===== src/design/rgbcc_pkg.sv =====
package rgbcc_pkg;

   // field widths
   localparam int RAW_W   = 10;
   localparam int OFS_W   = 11;
   localparam int SCL_W   = 10;
   localparam int TOL_W   = 8;
   localparam int REF_W   = 24;
   localparam int CHAN_W  = 8;
   localparam int IDX_W   = 3;
   localparam int MAX_COLORS = 6;

   // register indexes
   localparam logic [IDX_W-1:0] REG_TOLERANCE   = 3'd0;
   localparam logic [IDX_W-1:0] REG_REF_COLOR_0 = 3'd1;

   // reset values
   localparam logic [TOL_W-1:0] TOL_RESET = 8'd8;
   localparam logic [REF_W-1:0] REF_RESET [MAX_COLORS] = '{
      24'hB2B2B4, 24'hE7C9EF, 24'hCBC3B4, 24'hB1B7DF, 24'hB5D9F6, 24'hF2D5BD
   };

   // floor(s / 3) = (s * 2731) >> 13 for every sum of three readings (s < 3070)
   localparam logic [11:0] MEAN_RECIP = 12'd2731;
   localparam int          MEAN_SHIFT = 13;

   // floor(m * 255 / 1023) = (m * 16728085) >> 26 for m < 2047
   localparam logic [23:0] SCALE_RECIP = 24'd16728085;
   localparam int          SCALE_SHIFT = 26;

endpackage


===== src/design/rgb_color_calibrate_classify_top.sv =====
// Colour sensor front end: white balance and tolerance match.
//
// Input channel (req_): one raw red/green/blue reading per word. The first word
// accepted after reset is the white calibration; it stores the three channel
// offsets (mean minus channel) and its result carries them with
// rsp_was_calibration high, zero scaled values and an empty match mask.
// Every later word adds the offsets, scales by 255/1023 (towards zero) and
// sets bit i of rsp_match_mask when all three scaled values lie strictly
// within the tolerance of reference colour i.
// Result channel (rsp_): one word per input word, in order.
// Register port (csr_): tolerance at index 0, reference colours from index 1;
// write only while no word is in flight.
// Each accepted word passes the input register, then the result register;
// rsp_valid rises once it is in the result register.
// Throughput: one word per cycle while rsp_ready stays high, set by the single
// scale-and-compare pass between the two registers.
// Reset clears both stages, the calibration flag and the offsets, and loads
// the default tolerance and reference colours.
// When the receiver stalls, the result register holds its word and the input
// register takes one more; req_ready then falls until rsp_ready returns.
module rgb_color_calibrate_classify_top #(
   parameter int NUM_COLORS = 6
) (
   input  logic                               clock,
   input  logic                               reset,
   // input channel
   input  logic                               req_valid,
   output logic                               req_ready,
   input  logic [rgbcc_pkg::RAW_W-1:0]        req_raw_red,
   input  logic [rgbcc_pkg::RAW_W-1:0]        req_raw_green,
   input  logic [rgbcc_pkg::RAW_W-1:0]        req_raw_blue,
   // result channel
   output logic                               rsp_valid,
   input  logic                               rsp_ready,
   output logic                               rsp_was_calibration,
   output logic signed [rgbcc_pkg::OFS_W-1:0] rsp_offset_red,
   output logic signed [rgbcc_pkg::OFS_W-1:0] rsp_offset_green,
   output logic signed [rgbcc_pkg::OFS_W-1:0] rsp_offset_blue,
   output logic signed [rgbcc_pkg::SCL_W-1:0] rsp_scaled_red,
   output logic signed [rgbcc_pkg::SCL_W-1:0] rsp_scaled_green,
   output logic signed [rgbcc_pkg::SCL_W-1:0] rsp_scaled_blue,
   output logic [NUM_COLORS-1:0]              rsp_match_mask,
   // register port
   input  logic                               csr_we,
   input  logic [rgbcc_pkg::IDX_W-1:0]        csr_index,
   input  logic [rgbcc_pkg::REF_W-1:0]        csr_wdata
);

   localparam int RW = rgbcc_pkg::RAW_W;
   localparam int OW = rgbcc_pkg::OFS_W;
   localparam int SW = rgbcc_pkg::SCL_W;
   localparam int CW = rgbcc_pkg::CHAN_W;

   // configuration registers
   logic [rgbcc_pkg::TOL_W-1:0] tol_ff;
   logic [rgbcc_pkg::REF_W-1:0] ref_ff [NUM_COLORS];

   // calibration state
   logic          calibrated_ff, calibrated_in;
   logic [OW-1:0] ofs_r_ff, ofs_g_ff, ofs_b_ff;

   // input register
   logic          s1_vld_ff, s1_vld_in;
   logic          s1_cal_ff;
   logic [RW-1:0] s1_r_ff, s1_g_ff, s1_b_ff;

   // result register
   logic            out_vld_ff, out_vld_in;
   logic            out_cal_ff;
   logic [OW-1:0]   out_ofs_r_ff, out_ofs_g_ff, out_ofs_b_ff;
   logic [SW-1:0]   out_scl_r_ff, out_scl_g_ff, out_scl_b_ff;
   logic [NUM_COLORS-1:0] out_mask_ff;

   // handshake
   logic req_fire, out_open, s1_move;

   assign out_open  = !out_vld_ff || rsp_ready;
   assign s1_move   = s1_vld_ff && out_open;
   assign req_ready = !s1_vld_ff || s1_move;
   assign req_fire  = req_valid && req_ready;

   assign calibrated_in = calibrated_ff || req_fire;
   assign s1_vld_in     = req_fire || (s1_vld_ff && !s1_move);
   assign out_vld_in    = s1_move || (out_vld_ff && !rsp_ready);

   // calibration arithmetic: mean of the three readings and the offsets
   logic [11:0]   cal_sum;
   logic [23:0]   cal_prod;
   logic [RW-1:0] cal_mean;
   logic [OW-1:0] cal_ofs_r, cal_ofs_g, cal_ofs_b;

   always_comb begin
      cal_sum   = {2'b00, s1_r_ff} + {2'b00, s1_g_ff} + {2'b00, s1_b_ff};
      cal_prod  = {12'd0, cal_sum} * {12'd0, rgbcc_pkg::MEAN_RECIP};
      cal_mean  = cal_prod[rgbcc_pkg::MEAN_SHIFT +: RW];
      cal_ofs_r = {1'b0, cal_mean} - {1'b0, s1_r_ff};
      cal_ofs_g = {1'b0, cal_mean} - {1'b0, s1_g_ff};
      cal_ofs_b = {1'b0, cal_mean} - {1'b0, s1_b_ff};
   end

   // corrected value times 255/1023, truncated towards zero
   function automatic logic [SW-1:0] scale_chan(input logic [RW-1:0] raw,
                                                input logic [OW-1:0] ofs);
      logic [OW:0]   sum;
      logic [OW-1:0] mag;
      logic [34:0]   prod;
      logic [SW-1:0] quo;
      sum  = {2'b00, raw} + {ofs[OW-1], ofs};
      mag  = sum[OW] ? OW'(~sum + 1'b1) : sum[OW-1:0];
      prod = {24'd0, mag} * {11'd0, rgbcc_pkg::SCALE_RECIP};
      quo  = {1'b0, prod[rgbcc_pkg::SCALE_SHIFT +: SW-1]};
      return sum[OW] ? (~quo + 1'b1) : quo;
   endfunction

   // strict distance test of one channel against a reference byte
   function automatic logic chan_near(input logic [SW-1:0] scl,
                                      input logic [CW-1:0] refc,
                                      input logic [rgbcc_pkg::TOL_W-1:0] tol);
      logic [SW:0] diff;
      logic [SW:0] adiff;
      diff  = {scl[SW-1], scl} - {3'b000, refc};
      adiff = diff[SW] ? (~diff + 1'b1) : diff;
      return adiff < {3'b000, tol};
   endfunction

   logic [SW-1:0]         scl_r, scl_g, scl_b;
   logic [NUM_COLORS-1:0] mask_c;

   always_comb begin
      scl_r = scale_chan(s1_r_ff, ofs_r_ff);
      scl_g = scale_chan(s1_g_ff, ofs_g_ff);
      scl_b = scale_chan(s1_b_ff, ofs_b_ff);
      for (int i = 0; i < NUM_COLORS; i++) begin
         mask_c[i] = chan_near(scl_r, ref_ff[i][23:16], tol_ff) &&
                     chan_near(scl_g, ref_ff[i][15:8],  tol_ff) &&
                     chan_near(scl_b, ref_ff[i][7:0],   tol_ff);
      end
   end

   // control state
   always_ff @(posedge clock) begin
      if (reset) begin
         calibrated_ff <= 1'b0;
         s1_vld_ff     <= 1'b0;
         out_vld_ff    <= 1'b0;
         ofs_r_ff      <= '0;
         ofs_g_ff      <= '0;
         ofs_b_ff      <= '0;
      end else begin
         calibrated_ff <= calibrated_in;
         s1_vld_ff     <= s1_vld_in;
         out_vld_ff    <= out_vld_in;
         if (s1_move && s1_cal_ff) begin
            ofs_r_ff <= cal_ofs_r;
            ofs_g_ff <= cal_ofs_g;
            ofs_b_ff <= cal_ofs_b;
         end
      end
   end

   // register port
   always_ff @(posedge clock) begin
      if (reset) begin
         tol_ff <= rgbcc_pkg::TOL_RESET;
         for (int i = 0; i < NUM_COLORS; i++) begin
            ref_ff[i] <= rgbcc_pkg::REF_RESET[i];
         end
      end else if (csr_we) begin
         if (csr_index == rgbcc_pkg::REG_TOLERANCE) begin
            tol_ff <= csr_wdata[rgbcc_pkg::TOL_W-1:0];
         end
         for (int i = 0; i < NUM_COLORS; i++) begin
            if (csr_index == rgbcc_pkg::IDX_W'(rgbcc_pkg::REG_REF_COLOR_0 + i)) begin
               ref_ff[i] <= csr_wdata;
            end
         end
      end
   end

   // input register payload
   always_ff @(posedge clock) begin
      if (req_fire) begin
         s1_cal_ff <= !calibrated_ff;
         s1_r_ff   <= req_raw_red;
         s1_g_ff   <= req_raw_green;
         s1_b_ff   <= req_raw_blue;
      end
   end

   // result register payload
   always_ff @(posedge clock) begin
      if (s1_move) begin
         out_cal_ff <= s1_cal_ff;
         if (s1_cal_ff) begin
            out_ofs_r_ff <= cal_ofs_r;
            out_ofs_g_ff <= cal_ofs_g;
            out_ofs_b_ff <= cal_ofs_b;
            out_scl_r_ff <= '0;
            out_scl_g_ff <= '0;
            out_scl_b_ff <= '0;
            out_mask_ff  <= '0;
         end else begin
            out_ofs_r_ff <= ofs_r_ff;
            out_ofs_g_ff <= ofs_g_ff;
            out_ofs_b_ff <= ofs_b_ff;
            out_scl_r_ff <= scl_r;
            out_scl_g_ff <= scl_g;
            out_scl_b_ff <= scl_b;
            out_mask_ff  <= mask_c;
         end
      end
   end

   assign rsp_valid           = out_vld_ff;
   assign rsp_was_calibration = out_cal_ff;
   assign rsp_offset_red      = out_ofs_r_ff;
   assign rsp_offset_green    = out_ofs_g_ff;
   assign rsp_offset_blue     = out_ofs_b_ff;
   assign rsp_scaled_red      = out_scl_r_ff;
   assign rsp_scaled_green    = out_scl_g_ff;
   assign rsp_scaled_blue     = out_scl_b_ff;
   assign rsp_match_mask      = out_mask_ff;

endmodule


===== config.mk =====
export PLATFORM = sky130hd
export DESIGN_NAME = rgb_color_calibrate_classify_top
export DESIGN_NICKNAME = d
export VERILOG_FILES = /design/src/design/rgbcc_pkg.sv /design/src/design/rgb_color_calibrate_classify_top.sv
export SDC_FILE = /design/constraint.sdc
export NUM_CORES = 2
export LEC_CHECK = 0
export BUFFER_PORTS_ARGS = -buffer_cell sky130_fd_sc_hd__buf_2
export CAP_MARGIN = 25
export CORE_UTILIZATION = 45
export CTS_CLUSTER_SIZE = 12
export DETAILED_ROUTE_END_ITERATION = 8
export SLEW_MARGIN = 40
export SYNTH_ARGS = -nofsm -noshare
export SYNTH_HDL_FRONTEND = slang
export SYNTH_SLANG_ARGS = --single-unit

===== constraint.sdc =====
create_clock -name clock -period 17.9 [get_ports clock]
set_input_delay 0.895 -clock clock [delete_from_list [all_inputs] [get_ports clock]]
set_output_delay 0.895 -clock clock [all_outputs]
set_load 0.02 [all_outputs]

==> impl_metrics.ini <==
[run_status]
status = finished with violations
violations = design-rule violations

[job]
cap_violations = 0

[critical_path]
cp_common_cell = a21oi_1
end_kind = register
slowest_delay_ns = 0.70
crit_family = adder cells
start_kind = register
crit_slowest_cell = fa_1
path_max_fanout = 11
critPathBufInv = 5
cp.required_ns = 18.30
path_class = reg2reg
arrival_ns = 14.15

[logic_synthesis]
syn_area_um2 = 40300
ys_ff_latch = 289
synth_cells = 4489
synth-async-reset-ratio_pct = 0
synth-edff-count = 245
yosysTopAreaCell = ha_1
synth.avg_cell_area_um2 = 8.98
synth_top_area_share_pct = 24.6
yosysUniqueCellTypes = 91
ys.warnings.count = 0
synth_area_leaders = ha_1 25%, edfxtp_1 18%, fa_1 11%, inv_1 6.3%, xnor2_1 3.8%
synth_flop_cell = edfxtp_1
synth_nets = 5557
seq_area_frac_synth_pct = 20.4

[floorplanning]
die_w_um = 301
die_h_um = 301
core-area_um2 = 88500
die-area_um2 = 90800
num_rows = 109
io-pin-count = 134
floorplan.initialDensity_pct = 45.5

[timing]
hold_viol_final = 0
period_minus_slack_ns = 13.75
max_freq_ghz = 0.0727
clock_skew_ns = 0.0317
setup_viol = 0
rsz0062_at_grt = false
setup_ws_ns = 4.15
worst_pin_slew_ns = 0.851
setup_tns_ns = 0
finalCritPeriodShare_pct = 76.8
finalMaxSlewViolations = 0
slew_headroom_pct = 42.9

[cts]
clk_latency_ns = 0.59
clk_pin_slew_ns = 0.06
cts_setup_buffers = 0
cts_tree = built
numCtsBuffers = 40
htreeDepth = 2
ctsResizeCount = 0
ctsHoldBuffers = 0
cts_root_buf = clkbuf_16
clock-sinks = 289
clk_path_buf_depth = 3

[global_route]
grt_pass1_vias = 30544
grt_pass1_wl_mm = 171
grt_overflow = 0
grt_max_degree = 62
antenna_found_initial = 9
grt_use_total_pct = 24.2

[routing]
dr.pass1.iters = 9
wire_per_inst_um = 18.7
via_count = 31621
vias_per_cell = 5.41
drtIter0Drc = 2027
drc = 4
ant_nets = 0
routed_wl_mm = 109

[place]
numPortBuffers = 133
place.gp.congestion = 0.887
hpwl_mm = 85.6
pre_cts_slack_ns = 4.17

[finish]
final_common_cell = ha_1
layout_common_cells = 791 x ha_1, 673 x inv_1, 283 x a21oi_1
nets = 5716
final_layout_size_suffix_gt1_share_pct = 7.72
syn2layout_area_growth_pct = 9.22

[worst_hold_path]
hp-class = reg2reg
## synth_stat cells, types with 8 or more instances
cell type	n
a211o_1	12
a211oi_1	27
a21boi_0	12
a21o_1	117
a21oi_1	283
a31oi_1	31
and2_1	74
and3_1	14
buf_1	8
buf_2	14
clkbuf_1	52
dfxtp_1	44
edfxtp_1	245
fa_1	215
ha_1	791
inv_1	674
mux2_2	35
mux2i_1	10
nand2_1	244
nand2b_1	185
nand3_1	54
nand4_1	32
nor2_1	270
nor2b_1	114
nor3_1	72
nor3b_1	13
nor4_1	29
o2111ai_1	9
o211ai_1	13
o21a_1	25
o21ai_0	197
o21ai_1	9
o21bai_1	31
o22ai_1	8
o31ai_1	13
or2_2	22
or3_1	25
or4_1	18
xnor2_1	177
xor2_1	169
## stage by stage
step	std cells	hold WS (ns)	util [%]	cell area, µm²
final	5844	0.449	49.7	44000
after detailed placement	5771	0.439	48.3	42700
after CTS	5843	0.453	49.7	44000
after global placement	5771	0.435	48.2	42700
after floorplan	4489	0.428	-	40300
after global routing	5843	0.469	49.7	44000
## cell type report
type,instances,area [µm²]
antenna,1,2.50
inverter,675,2530
multi-input combinational,3448,29400
sequential,289,8240
clock inverter,27,240
fill,8323,44500
clock buffer,45,1040
timing repair buffer,194,1130
tap,1165,1460
## worst paths after layout
kind / start / to / slack (ns) / depth (start not counted)
max: s1_g_ff[5] / rsp_match_mask[2] / 4.15 / 54
min reg2reg: calibrated_ff / s1_cal_ff / 0.45 / 1
max reg2reg: s1_g_ff[5] / rsp_match_mask[2] / 4.15 / 54
min: calibrated_ff / s1_cal_ff / 0.45 / 1
## logic make-up (layout without fill, tap and decap cells)
| logic type | Yosys count | in the layout | synth area share (%) |
|---|---|---|---|
| multiplexers | 46 | 46 | 1.26 |
| AND/OR/NAND/NOR | 1188 | 1188 | 15.1 |
| other | 0 | 1 | 0 |
| buffers and inverters | 752 | 941 | 7.07 |
| XOR/XNOR | 348 | 348 | 7.62 |
| adder cells (fa/ha/maj) | 1006 | 1006 | 35.2 |
| flip-flops | 289 | 289 | 20.4 |
| AO/OA/AOI/OAI | 860 | 860 | 13.3 |
## metal layers
layer,GRT usage (%),vias to the layer above,share of wire (%)
met5,0,-,0.033
met4,5.32,6,2.0
met3,2.18,142,4.9
met2,39.6,660,46
met1,34.3,15119,47
li1,-,15694,-
## state kept, by name, indices dropped and copies added, names as in the netlist, 11 cells and up
name              flops
rsp_offset_green     11
rsp_offset_red       11
ofs_b_ff             11
ofs_r_ff             11
ref_ff              144
ofs_g_ff             11
rsp_offset_blue      11
Power is not shown: default switching activity piles up to over one toggle a cycle in this logic, so the estimate is an artifact.
